--- config.mk ---
export PLATFORM = sky130hd
export DESIGN_NAME = rgd_sqrt_cell
export DESIGN_NICKNAME = d
export VERILOG_FILES = /design/src/hdl/rect_gap_distance_macros.svh /design/src/hdl/rgd_pkg.sv /design/src/hdl/rgd_sqrt_cell.sv
export SDC_FILE = /design/constraint.sdc
export NUM_CORES = 1
export LEC_CHECK = 0
export ABC_CLOCK_PERIOD_IN_PS = 800
export BUFFER_PORTS_ARGS = -buffer_cell sky130_fd_sc_hd__buf_2
export CAP_MARGIN = 20
export CORE_AREA = 2 2 165 167
export CTS_BUF_LIST = sky130_fd_sc_hd__clkbuf_16
export DETAILED_ROUTE_END_ITERATION = 12
export DIE_AREA = 0 0 167 169
export SLEW_MARGIN = 5
export SYNTH_ARGS = -nofsm -noshare
export SYNTH_HDL_FRONTEND = slang
export SYNTH_SLANG_ARGS = --single-unit
--- constraint.sdc ---
create_clock -name clk -period 0.8 [get_ports clk]
set_input_delay 0.08 -clock clk [delete_from_list [all_inputs] [get_ports clk]]
set_output_delay 0.08 -clock clk [all_outputs]
set_load 0.005 [all_outputs]
--- src/hdl/rect_gap_distance_macros.svh ---
// Assertion macros for the rectangle gap distance block.
// Included by files that carry concurrent checks; depends on nothing.
`ifndef RECT_GAP_DISTANCE_MACROS_SVH
`define RECT_GAP_DISTANCE_MACROS_SVH

// Same-cycle implication, disabled while reset is asserted.
`define RGD_ASSERT(label, clk, rst_n, ante, cons, msg) \
	label: assert property (@(posedge clk) disable iff (!rst_n) (ante) |-> (cons)) \
		else $error(msg);

// Next-cycle implication, disabled while reset is asserted.
`define RGD_ASSERT_NEXT(label, clk, rst_n, ante, cons, msg) \
	label: assert property (@(posedge clk) disable iff (!rst_n) (ante) |=> (cons)) \
		else $error(msg);

`endif

--- src/hdl/rgd_pkg.sv ---
// Shared types and fixed field widths for the rectangle gap distance block.
// No dependencies.
package rgd_pkg;

	localparam int FIELD_W = 32;	// width of every coordinate port
	localparam int OUT_W   = 41;	// width of the distance port

	// Control that rides along with each item through the pipeline.
	typedef struct packed {
		logic valid;
		logic manhattan;
	} rgd_ctrl_t;

endpackage

--- src/hdl/rgd_sqrt_cell.sv ---
// One cell of the square root chain: settles one root bit per item.
// Depends on rgd_pkg.
module rgd_sqrt_cell import rgd_pkg::*; #(
	parameter int RW = 41
) (
	input  logic            clk,
	input  logic            arst_n,
	input  rgd_ctrl_t       ctrl_in,
	input  logic [2*RW-1:0] rad_in,
	input  logic [RW+1:0]   rem_in,
	input  logic [RW-1:0]   root_in,
	input  logic [RW-1:0]   man_in,
	output rgd_ctrl_t       ctrl_out,
	output logic [2*RW-1:0] rad_out,
	output logic [RW+1:0]   rem_out,
	output logic [RW-1:0]   root_out,
	output logic [RW-1:0]   man_out
);

	rgd_ctrl_t         ctrl_q;
	logic [2*RW-1:0]   rad_q;
	logic [RW+1:0]     rem_q;
	logic [RW-1:0]     root_q;
	logic [RW-1:0]     man_q;

	logic [RW+1:0]     rem_sh, trial, diff;
	logic              take;

	// Bring down the next two radicand bits, try root*4+1.
	always_comb begin
		rem_sh = {rem_in[RW-1:0], rad_in[2*RW-1 -: 2]};
		trial  = {root_in, 2'b01};
		diff   = rem_sh - trial;
		take   = (rem_sh >= trial);
	end

	always_ff @(posedge clk or negedge arst_n) begin
		if (!arst_n) begin
			ctrl_q <= '0;
		end else begin
			ctrl_q <= ctrl_in;
		end
	end

	always_ff @(posedge clk) begin
		rad_q  <= {rad_in[2*RW-3:0], 2'b00};
		rem_q  <= take ? diff : rem_sh;
		root_q <= {root_in[RW-2:0], take};
		man_q  <= man_in;
	end

	assign ctrl_out = ctrl_q;
	assign rad_out  = rad_q;
	assign rem_out  = rem_q;
	assign root_out = root_q;
	assign man_out  = man_q;

endmodule

# [Word-level counts from Yosys, hierarchy flattened]
# Index checks and enable logic that the tools add are counted.
# Widths: inputs -> output; s select.
[classes] add_sub_neg=1 n_lt_le_gt_ge=1 n_mux=1
[ops] operator="$ge 43x43->1" count=1
[ops] operator="$mux 43" count=1
[ops] operator="$sub 43x43->43" count=1
[totals] register_bits=207 out_inout_bits=209 word_cells=9

# [Depth between registers and ports, before layout]
# Gate-level depths: netlist of the first run.
[logic_depth] ltp_word=2 ltp_mapped=14 depth_no_buf=11

# [Worst setup path after synthesis of the first run]
# No wires, ideal clock.
[synth_timing] kind="in2reg" start="input port root_in[1]" end="register rem_q[20], in the netlist rem_out[20]" setup_time_ns=0.121 arrival_ns=2.287 setup_slack_ns=-1.608 cell_stages=13 path_buffers=2 cell_sequence="inv_1 > ha_1 > o211ai_1 > o211a_1 > nor3_2 > o2111ai_1 > a21oi_2 > o2111a_2 > nor2_8 > inv_4 > buf_12 > buf_12 > mux2_4"
[synth_between] elab_chain_cells=2 elab_cells_between_ends=3 classes_between="1 x add/sub; 1 x order compare; 1 x mux"
[synth_rtl] item="from (decl)" line="rgd_sqrt_cell.sv:11" rtl="input logic [RW-1:0] root_in,"
[synth_rtl] item="$sub 43x43->43 or $ge 43x43->1 (tied branches)" line="rgd_sqrt_cell.sv:33, rgd_sqrt_cell.sv:34"
[synth_rtl] item="$mux 43 *" line="rgd_sqrt_cell.sv:47" rtl="rem_q <= take ? diff : rem_sh;"
[synth_rtl] item="to (signal assigned)" line="rgd_sqrt_cell.sv:47"
[synth_rtl] item="to (decl)" line="rgd_sqrt_cell.sv:22" rtl="logic [RW+1:0] rem_q;"
# Mark *: on every way between the ends. The rest lies on a longest branch, timed or not.

# [Final worst setup path of the first run]
[layout_timing] start="input port root_in[11]" end="register rem_q[30], in the netlist rem_out[30]"
# Same word-level chain as after synthesis.

==> results of run 1 <==
-- metrics by stage --
step | hold WS [ps] | TNS [ps] | instance area [um2]
floorplan | -216 | -61550 | 8030
global placement | -119 | -77550 | 11700
detailed placement | -120 | -77490 | 11700
CTS | 113 | -96970 | 15400
global route | 167 | -104290 | 15900
finish | 149 | -94220 | 15900
-- routing by layer --
layer | global-route usage | vias up | wire length (um)
met3 | 0.0426 | 87 | 1920
li1 | - | 4213 | -
met4 | 0.0712 | 0 | 1310
met2 | 0.444 | 338 | 18200
met1 | 0.244 | 4180 | 12900
met5 | 0 | - | 0
-- critical path: stages --
cell and delay [ps]:
buf_6 70, inv_2 30, ha_4 280, and3_4 210, nand4_1 100, or4_4 510, nor3_4 180, a31oi_2 120
o21ai_2 140, nor2_8 70, inv_8 90, buf_12 120, buf_12 130, mux2_4 290
-- cell type report --
cell class / instances / area [um2] / area share
diodes: 2 / 5.00 / 0.000314
clock buffers: 23 / 576 / 0.0361
clock inverters: 18 / 168 / 0.0105
inverters: 52 / 220 / 0.0138
multi-input cells: 441 / 3890 / 0.244
flip-flops and latches: 207 / 4270 / 0.268
well taps: 341 / 427 / 0.0268
repair buffers: 837 / 6380 / 0.400
-- Yosys cell counts, types with 14 or more instances --
cell type	n
ha_1	43
nor2_1	37
nand3_1	14
mux2_4	15
nor3_1	15
inv_1	51
nand2_1	37
mux2_2	21
a21oi_1	44
xnor2_1	23
dfxtp_1	205
o21ai_0	18
a21o_1	26
-- logic make-up after synthesis --
logic type / count (synthesis)
fa+ha+maj: 43
flops: 207
buf+inv: 79
xor+xnor: 33
compound gates: 165
other cells: 1
simple gates: 162
mux: 36
-- path summary, 6_finish.rpt --
kind	start	to	slack [ps]
max	root_in[11]	rem_out[30]	-1260
min	rem_in[9]	rem_out[12]	150
max in group asynchronous	arst_n	ctrl_out[1]	160
min in group asynchronous	arst_n	ctrl_out[0]	490
-- power by group through the flow --
stage | Sequential, W | Combinational, W | Clock, W
2_1_floorplan | 0.0117 | 0.00277 | 0
4_1_cts | 0.0114 | 0.00775 | 0.0107
3_3_place_gp | 0.0116 | 0.00605 | 0
5_1_grt | 0.0116 | 0.00880 | 0.0111
3_5_place_dp | 0.0116 | 0.00609 | 0
6_report | 0.0115 | 0.00822 | 0.0105
-- what timing repair did --
item | CTS | global route
endpoints found under the hold margin | 208 | 0
endpoints found under the setup margin | 251 | 251
gates resized for setup | 159 | 140
setup buffers | 23 | 7
pin swaps | 35 | 19
hold buffers | 209 | 0
gates cloned | 1 | 0
-- sequential cells by signal, summed over array words and instances, names as in the netlist --
register and cells:
ctrl_out 2, man_out 41, rad_out 80, rem_out 43
root_out 41
==> metrics.md, run 1 <==
| Metric | Value |
|---|---|
| DR vias/cell | `4.59` |
| First-pass GRT wire length | `51,200 um` |
| Post-synthesis mux area share | `0.0592` |
| Global route overflow | `0` |
| Yosys cell types | `61` |
| Finished Core Util | `0.601` |
| Fmax achieved | `between 0.4 and 0.5 GHz` |
| Finished Layout Cells | `~1,900` |
| Pre-antenna DRT Iters | `5` |
| Startpoint Class | `primary input` |
| Post-synth EDFFs | `0` |
| Switching pwr | `about 0.0080 W` |
| Leakage power | `about 7.7 nW` |
| Internal Power | `0.0222 W` |
| Compound-Gate Fraction of Synth Area | `0.145` |
| Total track usage | `0.227` |
| Power Total | `0.0302 W` |
| Pre-CTS setup slack | `-1820 ps` |
| Post-synthesis simple-gate area fraction | `0.107` |
| Nets | `1,816` |
| Hold path cells | `5` |
| Post-synth top area share | `0.526` |
| Initial antenna violation count | `2` |
| Failing checks | `setup timing` |
| Area leader, netlist | `dfxtp_1` |
| Clock slew at reported path FFs | `60 ps` |
| Switching share of total power | `0.264` |
| Flop pwr share | `0.382` |
| Critical path peak fanout | `7` |
| Worst-case clock buffer depth | `3` |
| Synth Area in Adders | `0.0690` |
| Clk network pwr share | `0.346` |
| Yosys warns | `0` |
| PnR worst setup slack | `-1260 ps` |
| CTS H-tree depth | `1` |
| Vias after detailed routing | `8,818` |
| CTS tree | `done` |
| Power Density | `1900 mW/mm2` |
| #FFs+latches synth | `207` |
| Initial DRC Count | `402` |
| Top_reg_cell synth | `dfxtp_1` |
| Die area | `between 0.02 and 0.03 mm2` |
| Fin. Hold Viols | `0` |
| Synth-to-Final Area Change | `104%` |
| Mapped Area | `0.00780 mm2` |
| HPWL after detailed placement | `22,700 um` |
| Core Box Area | `0.0265 mm2` |
| Final ANT Viol Nets | `0` |
| Placed Cells | `1,642` |
| Commonest non-fill, non-tap cell in the layout | `buf_2` |
| Max Cap Viol | `0` |
| VDD IR max | `2.17 mV` |
| CP arrival | `2450 ps` |
| Share of layout cells above drive strength 1 | `0.559` |
| Xor and xnor area share after synthesis | `0.0371` |
| Die W | `167 um` |
| Comb power frac | `0.272` |
| Post-Synthesis Cells | `around 730` |
| Io pins | `420` |
| Largest net degree at the start of global routing | `15` |
| Min-Delay Path Class | `primary input to flop` |
| Initial core utilization | `0.294` |
| Clock sink count | `between 200 and 250` |
| Vert. Die Dim | `169 um` |
| Syn avg cell area | `10.7 um2` |
| RSZ-0062 raised after global routing | `true` |
| Share of synthesized flip-flops with an asynchronous set or reset | `0.00966` |
| Port buffer count | `roughly 420` |
| DRC Markers | `0` |
| Minimum clock period | `a little over 2000 ps` |
| Final-report max-slew violation count | `0` |
| Top cells by area, synth | `dfxtp_1 (53%), ha_1 (6.9%), mux2_2 (3.0%)` |
| Crit Path Class | `primary input to flop` |
| Status | `finished, violations left` |
| CP required | `between 1000 and 1500 ps` |
| Clock Tree Root | `clkbuf_16` |
| CP Capture Type | `flop` |
| Num CTS Buffers | `23` |
| Row cnt | `60` |
| Vias in the first global route | `9,350` |
| Largest family of logic cells by synthesized area | `compound AO/OA/AOI/OAI gates` |
| FILL cells | `2,070` |
| Placer congestion estimate | `0.876` |
| Part of the Yosys area used for sequential elements | `0.533` |
| Drt total wl | `34,400 um` |
| Final setup vio count | `251` |
| Crit share post-route | `2.57` |
| Average wire per standard cell | `17.9 um` |
| Commonest cells after routing, fill and taps aside | `buf_2 (334), dlygate4sd3_1 (209), buf_4 (199), dfxtp_1 (110), dfxtp_2 (95)` |
Note: power is estimated with default switching activity, not from simulation.
==> inputs of run 2 (changes only) <==
Settings changed: ABC_AREA set to 1, CORE_AREA 2 2 165 167 to 2 2 161 163, DIE_AREA 0 0 167 169 to 0 0 163 165.
==> metrics.md, run 2 <==
| Metric | Value |
|---|---|
| Status | `finished, violations left` |
| Failing checks | `setup timing` |
| CP required | `1200 ps (about the same)` |
| Initial DRC Count | `486 (+21%)` |
| Mapped Area | `0.00835 mm2 (+7.0%)` |
| Share of layout cells above drive strength 1 | `0.524 (-0.0344)` |
| Initial antenna violation count | `2 (unchanged)` |
| Fin. Hold Viols | `0 (unchanged)` |
| Crit path top cell by count | `nand2_2` |
| Largest net degree at the start of global routing | `22 (+7)` |
| Die area | `0.0269 mm2 (-4.7%)` |
| Min-Delay Path Class | `primary input to flop` |
| Share of synthesized flip-flops with an asynchronous set or reset | `0.00966 (unchanged)` |
| Io pins | `420 (unchanged)` |
| Final ANT Viol Nets | `0 (unchanged)` |
| Initial core utilization | `0.333 (+0.0390)` |
| Num CTS Buffers | `22 (-4.3%)` |
| Drt total wl | `39,200 um (+14%)` |
| Post-Synthesis Cells | `1,102 (+52%)` |
| CP arrival | `1730 ps (-720 ps)` |
| CTS tree | `done` |
| Finished Core Util | `0.698 (+0.0962)` |
| Pre-CTS setup slack | `-1140 ps (+678 ps)` |
| Total track usage | `0.266 (+0.0392)` |
| Hold Path Sink | `rem_out[24]` |
| Post-synth top area share | `0.492 (-0.0345)` |
| Minimum clock period | `1330 ps (-726 ps)` |
| Port buffer count | `415 (unchanged)` |
| Row cnt | `58 (-3.3%)` |
| Top_reg_cell synth | `dfxtp_1` |
| DR vias/cell | `4.42 (-3.6%)` |
| Power Density | `1810 mW/mm2 (-4.4%)` |
| Commonest non-fill, non-tap cell in the layout | `nand2_1` |
| Critical path, cell by cell | `buf_6, inv_4, ha_4, nand2_2, nand2_2, inv_2, nand2_1, nand2_1, nand2_2, a21oi_4, nand2_4, nand2_4, nand2_8, buf_6, buf_12, nand2_4, nand2_2` |
| Final setup vio count | `251 (unchanged)` |
| DRC Markers | `0 (unchanged)` |
| Crit share post-route | `1.66 (-0.908)` |
| CP Capture Type | `flop` |
| FILL cells | `1,878 (-9.3%)` |
| Final-report max-slew violation count | `0 (unchanged)` |
| HPWL after detailed placement | `26,500 um (+16%)` |
| VDD IR max | `1.64 mV (-24%)` |
| Critical path peak fanout | `8 (+1)` |
| Post-synth EDFFs | `0 (unchanged)` |
| Global route overflow | `0 (unchanged)` |
| Die W | `163 um (-2.4%)` |
| First-pass GRT wire length | `55,100 um (+7.5%)` |
| RSZ-0062 raised after global routing | `true` |
| #FFs+latches synth | `207 (unchanged)` |
| Worst-case clock buffer depth | `3 (unchanged)` |
| Average wire per standard cell | `17.3 um (-3.5%)` |
| Post-synth top cells | `nand2_1 (407), dfxtp_1 (205), inv_1 (197)` |
| Nets | `2,178 (+20%)` |
| Cell with the most instances after synthesis | `nand2_1` |
| Yosys cell types | `31 (-49%)` |
| Core Box Area | `0.0250 mm2 (-5.5%)` |
| Max Cap Viol | `0 (unchanged)` |
| Clock slew at reported path FFs | `70 ps (about the same)` |
| Crit Path Class | `primary input to flop` |
| Yosys warns | `0 (unchanged)` |
| Commonest cells after routing, fill and taps aside | `nand2_1 (307), buf_2 (305), dlygate4sd3_1 (209), buf_4 (169), inv_1 (155)` |
| Synth-to-Final Area Change | `109%` |
| CTS H-tree depth | `1 (unchanged)` |
| CP max stage delay | `210 ps (-300 ps)` |
| Clock Tree Root | `clkbuf_16` |
| PnR worst setup slack | `-530 ps (+726 ps)` |
| Vias after detailed routing | `10,052 (+14%)` |
| Syn avg cell area | `7.57 um2 (-30%)` |
| CP max stage cell | `ha_4` |
| Vias in the first global route | `10,310 (+10%)` |
| Leakage power | `8.98 nW (+16%)` |
| Pre-antenna DRT Iters | `5 (unchanged)` |
| Part of the Yosys area used for sequential elements | `0.498 (-0.0349)` |
| Startpoint Class | `primary input` |
| Vert. Die Dim | `165 um (-2.4%)` |
| Hold path startpoint | `rem_in[22]` |
| Max FFs per register | `80 (unchanged)` |
| Placer congestion estimate | `0.930 (+6.2%)` |
| Fmax achieved | `0.752 GHz (+55%)` |
| Clock sink count | `207 (unchanged)` |
| Area leader, netlist | `dfxtp_1` |
| Hold path cells | `5 (unchanged)` |
| Top cells by area, synth | `dfxtp_1 (49%), nand2_1 (18%), inv_1 (8.9%)` |
-- run 2: cell count changes in the layout (fill, tap and decap cells not counted), moves of 22 or more --
| cell | change |
|---|---|
| a21o_1 | -25 |
| buf_2 | -29 |
| buf_4 | -30 |
| buf_6 | +26 |
| inv_1 | +111 |
| mux2_4 | -31 |
| nand2_1 | +271 |
| nand2_2 | +64 |
| nand2_4 | +37 |
| nand3_2 | +25 |
| xnor2_1 | -22 |
-- run 2: worst max path at each step --
stage                startpoint           to  depth (start not counted)  slack (ps)
global route         root_in[8]  rem_out[10]                         17        -610
finish              root_in[12]  rem_out[15]                         17        -530
detailed placement  root_in[10]  rem_out[27]                         16       -1140
global placement    root_in[10]  rem_out[27]                         16       -1100
floorplan           root_in[10]  rem_out[29]                         15        -690
CTS                  root_in[8]  rem_out[19]                         17        -470
-- run 2: per-stage QoR --
stage	total power (W)	TNS [ps]	instances	cell area, um2	hold slack (ps)
after floorplan	0.0149	-29600	1103	9220	-216
after global placement	0.0182	-46710	1988	12800	-135
after detailed placement	0.0183	-48440	1988	12800	-133
after CTS	0.0310	-66820	2261	16600	-260
after global routing	0.0331	-75020	2271	17500	57.6
final	0.0317	-66250	2272	17500	24.0
-- run 2: repair_timing --
item	in CTS	in global routing
hold buffers	206	3
pin swaps	65	36
resized for setup	182	238
setup buffers	24	7
gates cloned	4	0
setup endpoints to repair	251	251
endpoints found under the hold margin	208	3
-- run 2: cells by family (layout without fill, tap and decap cells) --
| logic type | after synthesis | in the layout | synth area share |
|---|---|---|---|
| XOR/XNOR | 22 | 22 | 0.0231 |
| buffers and inverters | 208 | 1044 | 0.101 |
| AO/OA/AOI/OAI | 60 | 60 | 0.0399 |
| adder cells (fa/ha/maj) | 43 | 43 | 0.0645 |
| flip-flops | 207 | 207 | 0.498 |
| other | 1 | 5 | 0.000449 |
| AND/OR/NAND/NOR | 561 | 561 | 0.274 |
-- run 2: layer usage --
metal / GRT usage / part of all wire / vias up
met5: 0 / 0 / -
met4: 0.100 / 0.041 / 0
met3: 0.0439 / 0.058 / 93
met2: 0.501 / 0.51 / 342
met1: 0.300 / 0.39 / 4651
li1: - / - / 4966
-- run 2: power by group --
part	switching, W	leakage (nW)	internal [W]
Sequential	0.000338	1.76	0.0112
Clock	0.00443	0.370	0.00655
Combinational	0.00436	6.86	0.00474
-- run 2: layout make-up --
| cell class | instances | area [um2] | share of cell area |
|---|---|---|---|
| sequential | 207 | 4290 | 0.245 |
| clock inverter | 16 | 198 | 0.0113 |
| clock buffer | 23 | 576 | 0.0329 |
| timing repair buffer | 806 | 6370 | 0.365 |
| multi-input combinational | 688 | 4780 | 0.274 |
| antenna | 3 | 7.51 | 0.000430 |
| tap | 330 | 413 | 0.0236 |
| timing repair inverter | 1 | 20.0 | 0.00115 |
| inverter | 198 | 815 | 0.0466 |
-- run 2: critical path: cells and delay by family --
family / cells / cell delay, ps
buffers and inverters: 5 / 500
and+or+nand+nor: 10 / 750
adders and majority gates: 1 / 210
AOI/OAI and AO/OA: 1 / 190
